File: config.mk
export PLATFORM = sky130hd
export DESIGN_NAME = byte_stuffing_codec
export DESIGN_NICKNAME = d
export VERILOG_FILES = /design/src/bsc_pkg.sv /design/src/bsc_front.sv /design/src/bsc_queue.sv /design/src/bsc_back.sv /design/src/byte_stuffing_codec.sv
export SDC_FILE = /design/constraint.sdc
export NUM_CORES = 1
export LEC_CHECK = 0
export BUFFER_PORTS_ARGS = -buffer_cell sky130_fd_sc_hd__buf_2
export CAP_MARGIN = 20
export CORE_ASPECT_RATIO = 0.75
export CORE_MARGIN = 2
export CORE_UTILIZATION = 61
export CTS_CLUSTER_SIZE = 16
export DETAILED_ROUTE_END_ITERATION = 10
export GPL_TIMING_DRIVEN = 1
export MAX_ROUTING_LAYER = met4
export PLACE_DENSITY_LB_ADDON = 0.05
export SETUP_SLACK_MARGIN = 0.5
export SLEW_MARGIN = 20
export SYNTH_ARGS = -nofsm -noshare
export SYNTH_HDL_FRONTEND = slang
export SYNTH_HIERARCHICAL = 1
export SYNTH_SLANG_ARGS = --single-unit
File: constraint.sdc
create_clock -name aclk -period 5.9 [get_ports aclk]
set_clock_uncertainty 0.2 [all_clocks]
set_input_delay 1.18 -clock aclk [delete_from_list [all_inputs] [get_ports aclk]]
set_output_delay 1.18 -clock aclk [all_outputs]
set_load 0.05 [all_outputs]
File: src/bsc_pkg.sv
// ----------------------------------------------------------------------------
// bsc_pkg
// Shared types and constants for the byte stuffing codec.
// ----------------------------------------------------------------------------
package bsc_pkg;

    localparam int BYTE_W    = 8;
    localparam int CMD_SLOTS = 4;
    localparam int SLOT_W    = $clog2(CMD_SLOTS);

    // register reset values
    localparam logic [BYTE_W-1:0] RESET_START  = 8'h7B;
    localparam logic [BYTE_W-1:0] RESET_END    = 8'h7D;
    localparam logic [BYTE_W-1:0] RESET_ESCAPE = 8'h40;

    // configuration register indexes
    typedef enum logic [1:0] {
        CFG_DIRECTION = 2'd0,
        CFG_START     = 2'd1,
        CFG_END       = 2'd2,
        CFG_ESCAPE    = 2'd3
    } cfg_reg_t;

    // direction codes
    localparam logic DIR_ENCODE = 1'b0;
    localparam logic DIR_DECODE = 1'b1;

    // live configuration
    typedef struct packed {
        logic              direction;
        logic [BYTE_W-1:0] start_marker;
        logic [BYTE_W-1:0] end_marker;
        logic [BYTE_W-1:0] escape_marker;
    } cfg_t;

    // one classified input: up to four bytes to send, last_idx marks the final one
    typedef struct packed {
        logic [SLOT_W-1:0]                last_idx;
        logic [CMD_SLOTS-1:0][BYTE_W-1:0] bytes;
    } cmd_t;

endpackage

File: src/bsc_front.sv
// ----------------------------------------------------------------------------
// bsc_front
// Accepts input bytes, tracks frame and escape state and turns each byte
// into a command of one to four output bytes, or drops it.
// ----------------------------------------------------------------------------
module bsc_front (
    input  logic                      aclk,
    input  logic                      aresetn,
    input  bsc_pkg::cfg_t             cfg,
    input  logic                      s_tvalid,
    output logic                      s_tready,
    input  logic [bsc_pkg::BYTE_W-1:0] s_tdata,
    input  logic                      s_tlast,
    input  logic                      q_full,
    output logic                      q_push,
    output bsc_pkg::cmd_t             q_cmd
);
    import bsc_pkg::*;

    logic                              in_frame_reg, in_frame_next;
    logic                              esc_pend_reg, esc_pend_next;
    logic                              accept;
    logic                              has_out;
    logic                              is_marker;
    logic [SLOT_W-1:0]                 ptr;
    logic [CMD_SLOTS-1:0][BYTE_W-1:0]  slots;

    assign s_tready  = !q_full;
    assign accept    = s_tvalid && s_tready;
    assign is_marker = (s_tdata == cfg.start_marker) || (s_tdata == cfg.end_marker) ||
                       (s_tdata == cfg.escape_marker);

    // classify the byte and build its output list
    always_comb begin
        slots         = '0;
        ptr           = '0;
        has_out       = 1'b0;
        in_frame_next = in_frame_reg;
        esc_pend_next = esc_pend_reg;
        if (cfg.direction == DIR_ENCODE) begin
            has_out = 1'b1;
            if (!in_frame_reg) begin
                slots[ptr] = cfg.start_marker;
                ptr        = ptr + 1'b1;
            end
            if (is_marker) begin
                slots[ptr] = cfg.escape_marker;
                ptr        = ptr + 1'b1;
                slots[ptr] = s_tdata ^ cfg.escape_marker;
            end else begin
                slots[ptr] = s_tdata;
            end
            if (s_tlast) begin
                ptr           = ptr + 1'b1;
                slots[ptr]    = cfg.end_marker;
                in_frame_next = 1'b0;
            end else begin
                in_frame_next = 1'b1;
            end
        end else begin
            if (s_tdata == cfg.start_marker) begin
                slots[0]      = s_tdata;
                has_out       = 1'b1;
                in_frame_next = 1'b1;
                esc_pend_next = 1'b0;
            end else if (in_frame_reg) begin
                if (esc_pend_reg) begin
                    slots[0]      = s_tdata ^ cfg.escape_marker;
                    has_out       = 1'b1;
                    esc_pend_next = 1'b0;
                end else if (s_tdata == cfg.escape_marker) begin
                    esc_pend_next = 1'b1;
                end else if (s_tdata == cfg.end_marker) begin
                    slots[0]      = s_tdata;
                    has_out       = 1'b1;
                    in_frame_next = 1'b0;
                end else begin
                    slots[0] = s_tdata;
                    has_out  = 1'b1;
                end
            end
        end
    end

    assign q_push         = accept && has_out;
    assign q_cmd.bytes    = slots;
    assign q_cmd.last_idx = ptr;

    // frame and escape state, updated per transfer
    always_ff @(posedge aclk) begin
        if (!aresetn) begin
            in_frame_reg <= 1'b0;
            esc_pend_reg <= 1'b0;
        end else if (accept) begin
            in_frame_reg <= in_frame_next;
            esc_pend_reg <= esc_pend_next;
        end
    end

endmodule

File: src/bsc_queue.sv
// ----------------------------------------------------------------------------
// bsc_queue
// Small register queue of commands between the front and the back.
// ----------------------------------------------------------------------------
module bsc_queue #(
    parameter int DEPTH = 4
) (
    input  logic          aclk,
    input  logic          aresetn,
    input  logic          push,
    input  bsc_pkg::cmd_t push_cmd,
    input  logic          pop,
    output logic          full,
    output logic          not_empty,
    output bsc_pkg::cmd_t head_cmd
);
    import bsc_pkg::*;

    localparam int PTR_W = $clog2(DEPTH);
    localparam int CNT_W = $clog2(DEPTH + 1);

    cmd_t               mem_reg [DEPTH];
    logic [PTR_W-1:0]   wr_ptr_reg, wr_ptr_next;
    logic [PTR_W-1:0]   rd_ptr_reg, rd_ptr_next;
    logic [CNT_W-1:0]   count_reg, count_next;
    logic               do_push, do_pop;

    assign full      = (count_reg == CNT_W'(DEPTH));
    assign not_empty = (count_reg != '0);
    assign head_cmd  = mem_reg[rd_ptr_reg];
    assign do_push   = push && !full;
    assign do_pop    = pop && not_empty;

    // pointer and fill count
    always_comb begin
        wr_ptr_next = wr_ptr_reg;
        rd_ptr_next = rd_ptr_reg;
        count_next  = count_reg;
        if (do_push) begin
            wr_ptr_next = (wr_ptr_reg == PTR_W'(DEPTH - 1)) ? '0 : wr_ptr_reg + 1'b1;
        end
        if (do_pop) begin
            rd_ptr_next = (rd_ptr_reg == PTR_W'(DEPTH - 1)) ? '0 : rd_ptr_reg + 1'b1;
        end
        if (do_push && !do_pop) begin
            count_next = count_reg + 1'b1;
        end else if (do_pop && !do_push) begin
            count_next = count_reg - 1'b1;
        end
    end

    always_ff @(posedge aclk) begin
        if (!aresetn) begin
            wr_ptr_reg <= '0;
            rd_ptr_reg <= '0;
            count_reg  <= '0;
        end else begin
            wr_ptr_reg <= wr_ptr_next;
            rd_ptr_reg <= rd_ptr_next;
            count_reg  <= count_next;
        end
    end

    // storage
    always_ff @(posedge aclk) begin
        if (do_push) begin
            mem_reg[wr_ptr_reg] <= push_cmd;
        end
    end

endmodule

File: src/bsc_back.sv
// ----------------------------------------------------------------------------
// bsc_back
// Takes commands from the queue and sends their bytes one per cycle while
// m_tready is high, through a registered output stage.
// ----------------------------------------------------------------------------
module bsc_back (
    input  logic                       aclk,
    input  logic                       aresetn,
    input  logic                       q_not_empty,
    input  bsc_pkg::cmd_t              q_cmd,
    output logic                       q_pop,
    output logic                       m_tvalid,
    input  logic                       m_tready,
    output logic [bsc_pkg::BYTE_W-1:0] m_tdata,
    output logic                       m_tlast
);
    import bsc_pkg::*;

    cmd_t                cur_reg, cur_next;
    logic                cur_valid_reg, cur_valid_next;
    logic [SLOT_W-1:0]   idx_reg, idx_next;
    logic                out_valid_reg, out_valid_next;
    logic [BYTE_W-1:0]   out_byte_reg, out_byte_next;
    logic                out_last_reg, out_last_next;
    logic                load, cur_done;

    assign load     = cur_valid_reg && (!out_valid_reg || m_tready);
    assign cur_done = load && (idx_reg == cur_reg.last_idx);
    assign q_pop    = q_not_empty && (!cur_valid_reg || cur_done);

    // command slot and output register
    always_comb begin
        cur_next       = cur_reg;
        cur_valid_next = cur_valid_reg;
        idx_next       = idx_reg;
        out_valid_next = out_valid_reg;
        out_byte_next  = out_byte_reg;
        out_last_next  = out_last_reg;
        if (load) begin
            out_valid_next = 1'b1;
            out_byte_next  = cur_reg.bytes[idx_reg];
            out_last_next  = cur_done;
            idx_next       = idx_reg + 1'b1;
        end else if (m_tready) begin
            out_valid_next = 1'b0;
        end
        if (q_pop) begin
            cur_next       = q_cmd;
            cur_valid_next = 1'b1;
            idx_next       = '0;
        end else if (cur_done) begin
            cur_valid_next = 1'b0;
        end
    end

    always_ff @(posedge aclk) begin
        if (!aresetn) begin
            cur_valid_reg <= 1'b0;
            idx_reg       <= '0;
            out_valid_reg <= 1'b0;
        end else begin
            cur_valid_reg <= cur_valid_next;
            idx_reg       <= idx_next;
            out_valid_reg <= out_valid_next;
        end
    end

    always_ff @(posedge aclk) begin
        cur_reg      <= cur_next;
        out_byte_reg <= out_byte_next;
        out_last_reg <= out_last_next;
    end

    assign m_tvalid = out_valid_reg;
    assign m_tdata  = out_byte_reg;
    assign m_tlast  = out_last_reg;

endmodule

File: src/byte_stuffing_codec.sv
// ----------------------------------------------------------------------------
// byte_stuffing_codec
// Frame byte stuffing encoder / decoder with programmable markers.
// ----------------------------------------------------------------------------
//  channel  | direction | payload
//  ---------+-----------+---------------------------------------------
//  s_       | in        | tdata: data_byte[7:0]; tlast: frame_last
//  m_       | out       | tdata: out_byte[7:0];  tlast: run_last
//  cfg_     | in        | cfg_index (register), cfg_data (value)
//
//  One input byte is taken per cycle while the command queue has room.
//  The back end sends one output byte per cycle while m_tready is high, so
//  an input that expands to n bytes makes n registered output transfers.
//  Reset is synchronous on aresetn; no clearing pass is needed.
//  Input and output stall independently through the QUEUE_DEPTH queue.
// ----------------------------------------------------------------------------
module byte_stuffing_codec #(
    parameter int QUEUE_DEPTH = 4   // 2 and up
) (
    input  logic                       aclk,
    input  logic                       aresetn,
    input  logic                       s_tvalid,
    output logic                       s_tready,
    input  logic [bsc_pkg::BYTE_W-1:0] s_tdata,   // [7:0] data_byte
    input  logic                       s_tlast,
    output logic                       m_tvalid,
    input  logic                       m_tready,
    output logic [bsc_pkg::BYTE_W-1:0] m_tdata,   // [7:0] out_byte
    output logic                       m_tlast,
    input  logic                       cfg_valid,
    output logic                       cfg_ready,
    input  logic [1:0]                 cfg_index,
    input  logic [bsc_pkg::BYTE_W-1:0] cfg_data
);
    import bsc_pkg::*;

    cfg_t   cfg_reg;
    cmd_t   push_cmd, head_cmd;
    logic   q_push, q_pop, q_full, q_not_empty;

    assign cfg_ready = 1'b1;

    // configuration registers
    always_ff @(posedge aclk) begin
        if (!aresetn) begin
            cfg_reg.direction     <= DIR_ENCODE;
            cfg_reg.start_marker  <= RESET_START;
            cfg_reg.end_marker    <= RESET_END;
            cfg_reg.escape_marker <= RESET_ESCAPE;
        end else if (cfg_valid && cfg_ready) begin
            unique case (cfg_reg_t'(cfg_index))
                CFG_DIRECTION: cfg_reg.direction     <= cfg_data[0];
                CFG_START:     cfg_reg.start_marker  <= cfg_data;
                CFG_END:       cfg_reg.end_marker    <= cfg_data;
                CFG_ESCAPE:    cfg_reg.escape_marker <= cfg_data;
            endcase
        end
    end

    bsc_front u_front (
        .aclk     (aclk),
        .aresetn  (aresetn),
        .cfg      (cfg_reg),
        .s_tvalid (s_tvalid),
        .s_tready (s_tready),
        .s_tdata  (s_tdata),
        .s_tlast  (s_tlast),
        .q_full   (q_full),
        .q_push   (q_push),
        .q_cmd    (push_cmd)
    );

    bsc_queue #(
        .DEPTH (QUEUE_DEPTH)
    ) u_queue (
        .aclk      (aclk),
        .aresetn   (aresetn),
        .push      (q_push),
        .push_cmd  (push_cmd),
        .pop       (q_pop),
        .full      (q_full),
        .not_empty (q_not_empty),
        .head_cmd  (head_cmd)
    );

    bsc_back u_back (
        .aclk        (aclk),
        .aresetn     (aresetn),
        .q_not_empty (q_not_empty),
        .q_cmd       (head_cmd),
        .q_pop       (q_pop),
        .m_tvalid    (m_tvalid),
        .m_tready    (m_tready),
        .m_tdata     (m_tdata),
        .m_tlast     (m_tlast)
    );

endmodule

==> summary.md, run 1 <==
| Metric | Value |
|---|---|
| Status | `finished, final reports clean` |
| Number of global-route vias before repair | `5478` |
| Synthesized flop and latch total | `219` |
| Peak Freq | `215.3 MHz` |
| Buffers and inverters on the worst path | `2` |
| Slowest stage cell on the critical path | `a211oi_1` |
| DIE WIDTH | `149.9 um` |
| Post-synth EDFFs | `179` |
| Post-DRT Antenna Nets | `0` |
| Top cell type by total area after synthesis | `edfxtp_1` |
| Area Overhead vs Synth | `9.314%` |
| Critical path endpoint category | `flip-flop` |
| Tot GR Track Use | `0.2739` |
| Tmin final | `4.644 ns` |
| WP data arrival | `4.63 ns` |
| Most common cell after layout, fill and taps aside | `edfxtp_1` |
| IO Pins | `36` |
| Final Hold Viols | `0` |
| HP Start | `u_queue/wr_ptr_reg[1]` |
| Worst endpoint required time | `5.88 ns` |
| Post-layout net count | `703` |
| Post-route setup TNS | `0 ns` |
| CP delay by family, top | `simple AND/OR/NAND/NOR gates` |
| Maxcap violations | `0` |
| Met1 Wirelength | `9877 um` |
| Hold crit path type | `flip-flop to flip-flop` |
| Initial antenna violation count | `0` |
| CTS Sinks | `219` |
| DIE HEIGHT | `113.4 um` |
| Largest net degree at the start of global routing | `55` |
| IO Port Bufs | `34` |
| Dominant cells by area after synthesis | `edfxtp_1 55%, mux4_2 8.8%, dfxtp_1 8.2%, mux2i_1 2.7%, nor2b_1 2.2%` |
| Final Routed Wirelength | `21700 um` |
| Post-Syn Instances | `646` |
| Clk Latency, worst-skew pair | `0.51 ns` |
| WL met2 | `9881 um` |
| Most frequent cells in the layout | `179 x edfxtp_1, 50 x nand2_1, 39 x dfxtp_1` |
| # setup viols final | `0` |
| Mean Syn Cell Area | `15.08 um^2` |
| Static Leak | `3.643 nW` |
| DRT iter0 DRCs | `719` |
| Setup crit start | `s_tdata[0]` |
| Core footprint | `15420 um^2` |
| Ys flop type | `edfxtp_1` |
| Cell Area, Synth | `9739 um^2` |
| Layout cells sized above 1 | `0.1939` |
| Worst path cell trace | `buf_2 -> xor2_1 -> nor4_1 -> nand2_1 -> nand3_4 -> inv_4 -> ha_1 -> a31oi_1 -> nand2_1 -> o22ai_1 -> a211oi_1` |
| WS Path Type | `input port to flip-flop` |
| Vias | `5610` |
| Final worst-path cycle share | `0.7872` |
| Setup bufs post-CTS | `0` |
| Hold Buf Count CTS | `0` |
| Detailed route wirelength on metal3 | `1544 um` |
| Drt pass-1 iters | `5` |
| Register area share after synthesis | `0.6341` |
| R2R Path Start | `cfg_reg[3]` |
| Highest routed layer | `met4` |
| Max reg flops | `136` |
| Most used cell, CP | `nand2_1` |
| WHS | `0.3051 ns` |
| Num CTS Buffers | `22` |
| Number of synthesis warnings | `6` |
| Syn Nets | `679` |
| Num rows | `39` |
| Worst-Margin Slew | `1.002 ns` |
| CTS tree | `built` |
| Wire per inst | `24.36 um` |
| CP max stage delay | `0.67 ns` |
| Clock transition at the registers of the reported paths | `0.06 ns` |
| First-pass GRT wire length | `33390 um` |
| Async SR Flop Fraction | `0` |
| Peak supply drop | `417.5 uV` |
| Unique masters post-synth | `57` |
| # diodes | `0` |
| Pins Over Slew Limit | `0` |
| RSZ-0062 raised after global routing | `false` |
| PD cells | `442.5 nW/um^2` |
| Final RePlAce weighted congestion | `0.8976` |
| DRC | `0` |
| Post-CTS resize count | `0` |
| Slew Limit Headroom | `0.3294` |
| Crit-path max FO | `26` |
| Post-synth top area share | `0.5519` |
| Total congestion overflow | `0` |
| Initial Utilization | `0.6316` |
| Max clock buf depth | `3` |
| Vias/cell | `6.296` |
| Setup crit start kind | `input port` |
| Root Buffer | `clkbuf_16` |
| Die area | `17000 um^2` |
| Post-DP HPWL | `13870 um` |
| H-tree depth | `1` |
-- report_power, final --
part           total (mW)  internal [mW]  switching, mW
logic                1.06          0.423          0.636
clock network        1.36          0.784          0.571
registers            2.30           2.14          0.160
-- cells in the mapped netlist, types with 6 or more instances --
master	n
edfxtp_1	179
nand2_1	50
dfxtp_1	40
mux4_2	38
nor2b_1	35
mux2i_1	26
xor2_1	25
nor2_1	23
nand3_1	19
a21oi_1	18
a32oi_1	16
and2_1	15
buf_2	13
clkbuf_1	12
inv_1	11
a311o_1	9
nor3b_1	9
o211ai_1	9
buf_6	8
ha_1	8
o22ai_1	8
a211oi_1	6
-- through the flow --
step                      worst slack (ns)  instance area, um^2  std cells  power (mW)    util
after floorplan                      1.292                 9739        646       3.109       -
after global placement              0.9263                 9936        851       3.324  0.6444
after detailed placement            0.7284                 9936        851       3.371  0.6444
after CTS                            1.259                10650        891       4.743  0.6904
after global routing                0.9885                10650        891       4.901  0.6904
final                                1.256                10650        891       4.711  0.6904
-- worst reg2reg max path: cells and delay by family, from the launching register on --
kind / cells / cell delay (ns)
flip-flops: 1 / 0.51
buffers and inverters: 1 / 0.18
adder cells (fa/ha/maj): 1 / 0.37
XOR/XNOR: 1 / 0.17
AO/OA/AOI/OAI: 3 / 0.94
AND/OR/NAND/NOR: 4 / 1.52
-- worst paths after layout --
kind	to	slack [ns]	cells past startpoint
setup / recovery	u_queue/mem_reg[2][2]	1.26	11
hold / removal	u_queue/wr_ptr_reg[1]	0.31	2
hold reg to reg	u_queue/wr_ptr_reg[1]	0.31	2
setup reg to reg	u_queue/mem_reg[2][2]	1.70	10
-- per-layer routing --
layer | track usage | vias up
li1 | - | 2537
met1 | 0.4058 | 2799
met2 | 0.4043 | 243
met3 | 0.04840 | 31
met4 | 0.06415 | 0
met5 | - | -
-- cell type report --
| class | instances | area, um^2 |
|---|---|---|
| clock buffers | 27 | 610.6 |
| clock inverters | 13 | 100.1 |
| fillers | 1069 | 4773 |
| inverters | 12 | 47.55 |
| multi-input cells | 372 | 3217 |
| flip-flops and latches | 219 | 6177 |
| well taps | 205 | 256.5 |
| repair buffers | 43 | 237.7 |
-- logic make-up (layout without fill, tap and decap cells) --
family,after synthesis,in the layout,synth area share
adders and majority gates,9,9,0.01233
DFF,219,219,0.6341
muxes,68,68,0.1254
xor gates and xnor gates,29,29,0.02608
other,1,1,0.0003850
and+or+nand+nor,175,175,0.09686
buffers and inverters,55,95,0.03584
AOI/OAI and AO/OA,90,90,0.06899
Note: power is estimated with default switching activity, not from simulation.
==> run 2: changes to the inputs <==
- clock period: 5.9 -> 4.49 ns (I/O delays scaled with it)
==> run 2 against run 1 <==
- critical path depth is the same
- first-iteration DRC count fell by 15%
- largest power group unchanged
- sequential share of layout area fell by 0.81 points
- via count is 2.8% higher
- sequential power up 31%
- wire length is 0.38% lower
- total power increased by 34%
- sequential cell count stayed put
==> summary.md, run 2 (same netlist as run 1, synthesis figures left out) <==
| Metric | Value |
|---|---|
| Status | `finished, final reports clean` |
| Slew Limit Headroom | `0.3397 (+0.01028)` |
| Die area | `17000 um^2 (unchanged)` |
| Final RePlAce weighted congestion | `0.8949 (-0.30%)` |
| Largest net degree at the start of global routing | `55 (unchanged)` |
| Critical path endpoint category | `flip-flop` |
| Peak supply drop | `506.7 uV (+21%)` |
| Hold Path End | `cfg_reg[23]` |
| Vias/cell | `6.429 (+2.1%)` |
| Clock transition at the registers of the reported paths | `0.06 ns (about the same)` |
| Number of global-route vias before repair | `5630 (+2.8%)` |
| # setup viols final | `0 (unchanged)` |
| CTS Sinks | `219 (unchanged)` |
| Final std cells w/o fill | `897 (+0.67%)` |
| Placed cell areas | `10030 um^2 (+0.96%)` |
| Post-DP HPWL | `13890 um (+0.11%)` |
| Hold path depth | `2 (unchanged)` |
| Initial antenna violation count | `0 (unchanged)` |
| Most common cell after layout, fill and taps aside | `edfxtp_1` |
| RSZ-0062 raised after global routing | `false` |
| Worst endpoint required time | `4.57 ns (-1.31 ns)` |
| Maxcap violations | `0 (unchanged)` |
| HP Start | `cfg_reg[23]` |
| CTS tree | `built` |
| Final worst-path cycle share | `0.8449` |
| IO Port Bufs | `34 (unchanged)` |
| Post-DRT Antenna Nets | `0 (unchanged)` |
| H-tree depth | `1 (unchanged)` |
| Final Routed Wirelength | `21620 um (-0.38%)` |
| Post-route setup TNS | `0 ns (unchanged)` |
| Initial Utilization | `0.6316 (unchanged)` |
| Drt pass-1 iters | `7 (+2)` |
| WL met2 | `10170 um (+2.9%)` |
| IO Pins | `36 (unchanged)` |
| Peak Freq | `263.6 MHz` |
| Tot GR Track Use | `0.2764 (+0.002505)` |
| Wire per inst | `24.10 um (-1.0%)` |
| Vias | `5767 (+2.8%)` |
| Detailed route wirelength on metal3 | `1643 um (+6.4%)` |
| Clk Latency, worst-skew pair | `0.51 ns (about the same)` |
| Final Hold Viols | `0 (unchanged)` |
| Static Leak | `3.706 nW (+1.7%)` |
| Num CTS Buffers | `22 (unchanged)` |
| Crit-path max FO | `13 (-50%)` |
| WS Path Type | `input port to flip-flop` |
| Register cell area after layout | `6177 um^2 (unchanged)` |
| Tmin final | `3.794 ns` |
| Core footprint | `15420 um^2 (unchanged)` |
| R2R setup slack | `0.78 ns (-0.92 ns)` |
| Total congestion overflow | `0 (unchanged)` |
| R2R Path Start | `cfg_reg[3]` |
| DRT iter0 DRCs | `611 (-15%)` |
| Post-layout net count | `709 (+0.85%)` |
| First-pass GRT wire length | `33840 um (+1.3%)` |
| Met1 Wirelength | `9359 um (-5.2%)` |
| Placed Cells incl. Taps | `857 (+0.71%)` |
| Max reg flops | `136 (unchanged)` |
| Post-route cell area | `10800 um^2 (+1.4%)` |
| DRC | `0 (unchanged)` |
| Num rows | `39 (unchanged)` |
| Final Power | `6.317 mW (+34%)` |
| DIE WIDTH | `149.9 um (unchanged)` |
| Layout cells sized above 1 | `0.2081 (+0.01421)` |
| Hold crit path type | `flip-flop to flip-flop` |
| DIE HEIGHT | `113.4 um (unchanged)` |
| WP data arrival | `3.88 ns (-0.75 ns)` |
| Area Overhead vs Synth | `10.87%` |
| R2r worst-path depth | `9 (-1)` |
| Pins Over Slew Limit | `0 (unchanged)` |
| Worst-Margin Slew | `0.9868 ns (-0.01536 ns)` |
| PD cells | `585.0 nW/um^2 (+32%)` |
| Highest routed layer | `met4` |
| Multi-input logic area | `3244 um^2 (+0.86%)` |
| # diodes | `0 (unchanged)` |
| Max clock buf depth | `3 (unchanged)` |
| Fillers | `1024 (-4.2%)` |
| Hold Buf Count CTS | `0 (unchanged)` |
| Most frequent cells in the layout | `179 x edfxtp_1, 50 x nand2_1, 39 x dfxtp_1` |
| Root Buffer | `clkbuf_16` |
| Setup crit start kind | `input port` |
| Reg2reg end | `u_queue/mem_reg[1][16]` |
## run 2: cell count changes in the layout (fill, tap and decap cells not counted), sizes merged
cell / previous run / this run
buf: 43 / 49
clkbuf: 27 / 24
bufinv: 1 / 3
clkinv: 8 / 10
clkinvlp: 2 / 1
## run 2: metrics by stage
stage	worst slack (ns)	hold slack [ns]	util
final	0.6962	0.2985	0.7003
after global routing	0.5367	0.3206	0.7003
after CTS	0.6332	0.3028	0.6985
after detailed placement	0.1214	0.2934	0.6505
after global placement	0.1666	0.2801	0.6505
after floorplan	0.7261	0.2630	-
## run 2: area by class of cell
cell class | count | area share
clock buffers | 24 | 0.05261
clock inverters | 16 | 0.01587
inverters | 12 | 0.004403
multi-input cells | 372 | 0.3005
flip-flops and latches | 219 | 0.5721
well taps | 205 | 0.02375
repair buffers | 49 | 0.03082
## run 2: repair_timing
| item | CTS | global route |
|---|---|---|
| gates resized for setup | 0 | 6 |
| endpoints found under the setup margin | 0 | 21 |
| buffers inserted | 0 | 0 |
## run 2: layer usage
metal	global-route usage	up-vias
li1	-	2557
met1	0.4016	2909
met2	0.4183	256
met3	0.04560	45
met4	0.06667	0
met5	-	-
## run 2: worst max-delay path: stages
cell and delay, ns:
buf_2 0.16, xor2_1 0.18, nor4_1 0.50, nand2_1 0.17, buf_4 0.24, nand3_4 0.18
ha_1 0.26, and2_1 0.27, nor2_1 0.48, a32oi_1 0.20, nor2_1 0.33
## run 2: report_power, final
group	internal [mW]	switching, mW
registers	2.81	0.210
clock network	1.09	0.768
logic	0.587	0.851
## run 2: worst max-delay path by stage
stage | depth (start not counted) | startpoint | to
final | 11 | s_tdata[0] | u_queue/mem_reg[1][16]
after global routing | 11 | s_tdata[0] | u_queue/mem_reg[1][16]
after detailed placement | 11 | s_tdata[7] | u_queue/mem_reg[1][2]
after floorplan | 12 | s_tdata[7] | u_queue/mem_reg[0][3]
after global placement | 11 | s_tdata[7] | u_queue/mem_reg[0][2]
after CTS | 12 | s_tdata[0] | u_queue/count_reg[2]
==> run 3: changes to the inputs <==
- clock period: 4.49 -> 3.89 ns (I/O delays scaled with it)
==> run 3 against run 2 <==
- sequential cell count unchanged
- final cell count increased by 0.22%
- design area increased by 1.5%
- first-iteration DRC count decreased by 20%
- sequential power increased by 15%
- total power increased by 14%
- non-clock buffer count increased by 5
- die area unchanged
- register-to-register slack got worse by 0.11 ns
- combinational power increased by 17%
- clock power increased by 9%
- largest cell class unchanged
- highest routed layer unchanged
==> summary.md, run 3 (same netlist as run 1, synthesis figures left out) <==
| Metric | Value |
|---|---|
| Core footprint | `15420 um^2 (unchanged)` |
| Root Buffer | `clkbuf_16` |
| Final Power | `7.178 mW (+14%)` |
| Max clock buf depth | `3 (unchanged)` |
| Setup bufs post-CTS | `0 (unchanged)` |
| Setup crit start kind | `input port` |
| Placed Cells incl. Taps | `862 (+0.58%)` |
| Num CTS Buffers | `21 (-4.5%)` |
| Area Overhead vs Synth | `12.49%` |
| Final setup margin | `0.6408 ns (-0.05540 ns)` |
| Layout cells sized above 1 | `0.2493 (+0.04119)` |
| Wire per inst | `23.36 um (-3.1%)` |
| DRC | `0 (unchanged)` |
| HP Start | `u_queue/wr_ptr_reg[0]` |
| Hold path depth | `2 (unchanged)` |
| CTS tree | `built` |
| Clk Latency, worst-skew pair | `0.48 ns (-0.03 ns)` |
| Most common cell after layout, fill and taps aside | `edfxtp_1` |
| Post-layout net count | `713 (+0.56%)` |
| Final std cells w/o fill | `899 (+0.22%)` |
| Vias/cell | `6.259 (-2.6%)` |
| R2r worst-path depth | `12 (+3)` |
| Reg2reg end | `u_queue/count_reg[2]` |
| Drt pass-1 iters | `5 (-2)` |
| Post-DRT Antenna Nets | `0 (unchanged)` |
| Final worst-path cycle share | `0.8353` |
| Maxcap violations | `0 (unchanged)` |
| Die area | `17000 um^2 (unchanged)` |
| IO Port Bufs | `34 (unchanged)` |
| Slew Limit Headroom | `0.3782 (+0.03848)` |
| Post-DP HPWL | `14010 um (+0.87%)` |
| Peak Freq | `307.8 MHz` |
| Tot GR Track Use | `0.2661 (-0.01033)` |
| Most frequent cells in the layout | `179 x edfxtp_1, 47 x nand2_1, 38 x dfxtp_1, 38 x mux4_2` |
| IO Pins | `36 (unchanged)` |
| R2R setup slack | `0.67 ns (-0.11 ns)` |
| PD cells | `655.2 nW/um^2 (+12%)` |
| DIE WIDTH | `149.9 um (unchanged)` |
| Critical path endpoint category | `flip-flop` |
| Initial Utilization | `0.6316 (unchanged)` |
| Tmin final | `3.249 ns` |
| Worst endpoint required time | `4.10 ns (-0.47 ns)` |
| Worst-Margin Slew | `0.9293 ns (-0.05751 ns)` |
| Final Routed Wirelength | `21000 um (-2.9%)` |
| Number of global-route vias before repair | `5721 (+1.6%)` |
| Hold crit path type | `flip-flop to flip-flop` |
| R2R Path Start | `cfg_reg[3]` |
| Post-route setup TNS | `0 ns (unchanged)` |
| Peak supply drop | `564.3 uV (+11%)` |
| H-tree depth | `1 (unchanged)` |
| RSZ-0062 raised after global routing | `false` |
| Critical path endpoint | `u_queue/count_reg[2]` |
| Largest net degree at the start of global routing | `55 (unchanged)` |
| Util after Layout | `0.7105 (+0.01022)` |
| Max reg flops | `136 (unchanged)` |
| Vias | `5627 (-2.4%)` |
| Static Leak | `3.723 nW (+0.45%)` |
| # setup viols final | `0 (unchanged)` |
| CTS Sinks | `219 (unchanged)` |
| Crit-path max FO | `9 (-4)` |
| Final RePlAce weighted congestion | `0.9320 (+4.1%)` |
| WS Path Type | `input port to flip-flop` |
| Status | `finished, final reports clean` |
| First-pass GRT wire length | `32780 um (-3.1%)` |
| Initial antenna violation count | `0 (unchanged)` |
| Setup slack at placement | `0.08545 ns (-0.03594 ns)` |
| # diodes | `0 (unchanged)` |
| DRT iter0 DRCs | `491 (-20%)` |
| Num rows | `39 (unchanged)` |
| Clock transition at the registers of the reported paths | `0.06 ns (about the same)` |
| Final Hold Viols | `0 (unchanged)` |
| DIE HEIGHT | `113.4 um (unchanged)` |
| WP data arrival | `3.46 ns (-0.42 ns)` |
| Pins Over Slew Limit | `0 (unchanged)` |
| Total congestion overflow | `0 (unchanged)` |
| Setup crit start | `s_tdata[1]` |
run 3: changes by cell type in the layout (fill, tap and decap cells not counted), sizes merged:
cell    delta
bufinv     -1
clkinv     -8
buf        +5
inv        -1
clkbuf     +7
run 3: layout make-up:
class                   instances  area, um^2
repair buffers                 54       370.4
multi-input cells             372        3413
clock inverters                 6       83.83
inverters                      12       50.05
flip-flops and latches        219        6178
well taps                     205       256.5
fillers                      1021        4464
clock buffers                  31       603.1
run 3: worst min path at each step:
stage	endpoint	slack, ns
final	u_queue/wr_ptr_reg[0]	0.32
after global routing	cfg_reg[18]	0.35
after detailed placement	u_queue/wr_ptr_reg[1]	0.31
after CTS	u_queue/wr_ptr_reg[1]	0.31
after floorplan	cfg_reg[23]	0.26
after global placement	u_queue/wr_ptr_reg[1]	0.28
run 3: timing repair:
| item | 4_1_cts | 5_1_grt |
|---|---|---|
| hold buffers | 0 | 0 |
| endpoints found under the setup margin | 0 | 1 |
| gates resized for setup | 0 | 5 |
run 3: worst max-delay path: stages:
cell	delay [ns]
buf_2	0.16
xor2_1	0.21
or4_1	0.57
or2_4	0.30
o21ai_1	0.15
a31oi_1	0.14
nor2b_4	0.20
ha_4	0.18
inv_2	0.05
fa_1	0.17
xor2_1	0.09
or3_1	0.31
a21boi_1	0.16
run 3: where the power goes:
group,internal [mW],total (mW),switching (mW),leakage (nW)
Sequential,3.24,3.47,0.239,1.99
Clock,1.21,2.02,0.812,0.331
Combinational,0.718,1.68,0.967,1.40
run 3: per-layer routing:
| layer | track usage | wire [um] | share of wire |
|---|---|---|---|
| met1 | 0.3822 | 9577 | 0.46 |
| met2 | 0.4079 | 9729 | 0.46 |
| met3 | 0.04360 | 1240 | 0.059 |
| met4 | 0.06415 | 450 | 0.021 |
| met5 | - | 0 | 0 |
run 3: per-stage QoR:
stage | hold WS (ns) | instance area [um^2]
2_1_floorplan | 0.2631 | 9970
3_3_place_gp | 0.2833 | 10250
3_5_place_dp | 0.3061 | 10250
4_1_cts | 0.3141 | 10940
5_1_grt | 0.3542 | 10960
6_report | 0.3159 | 10960
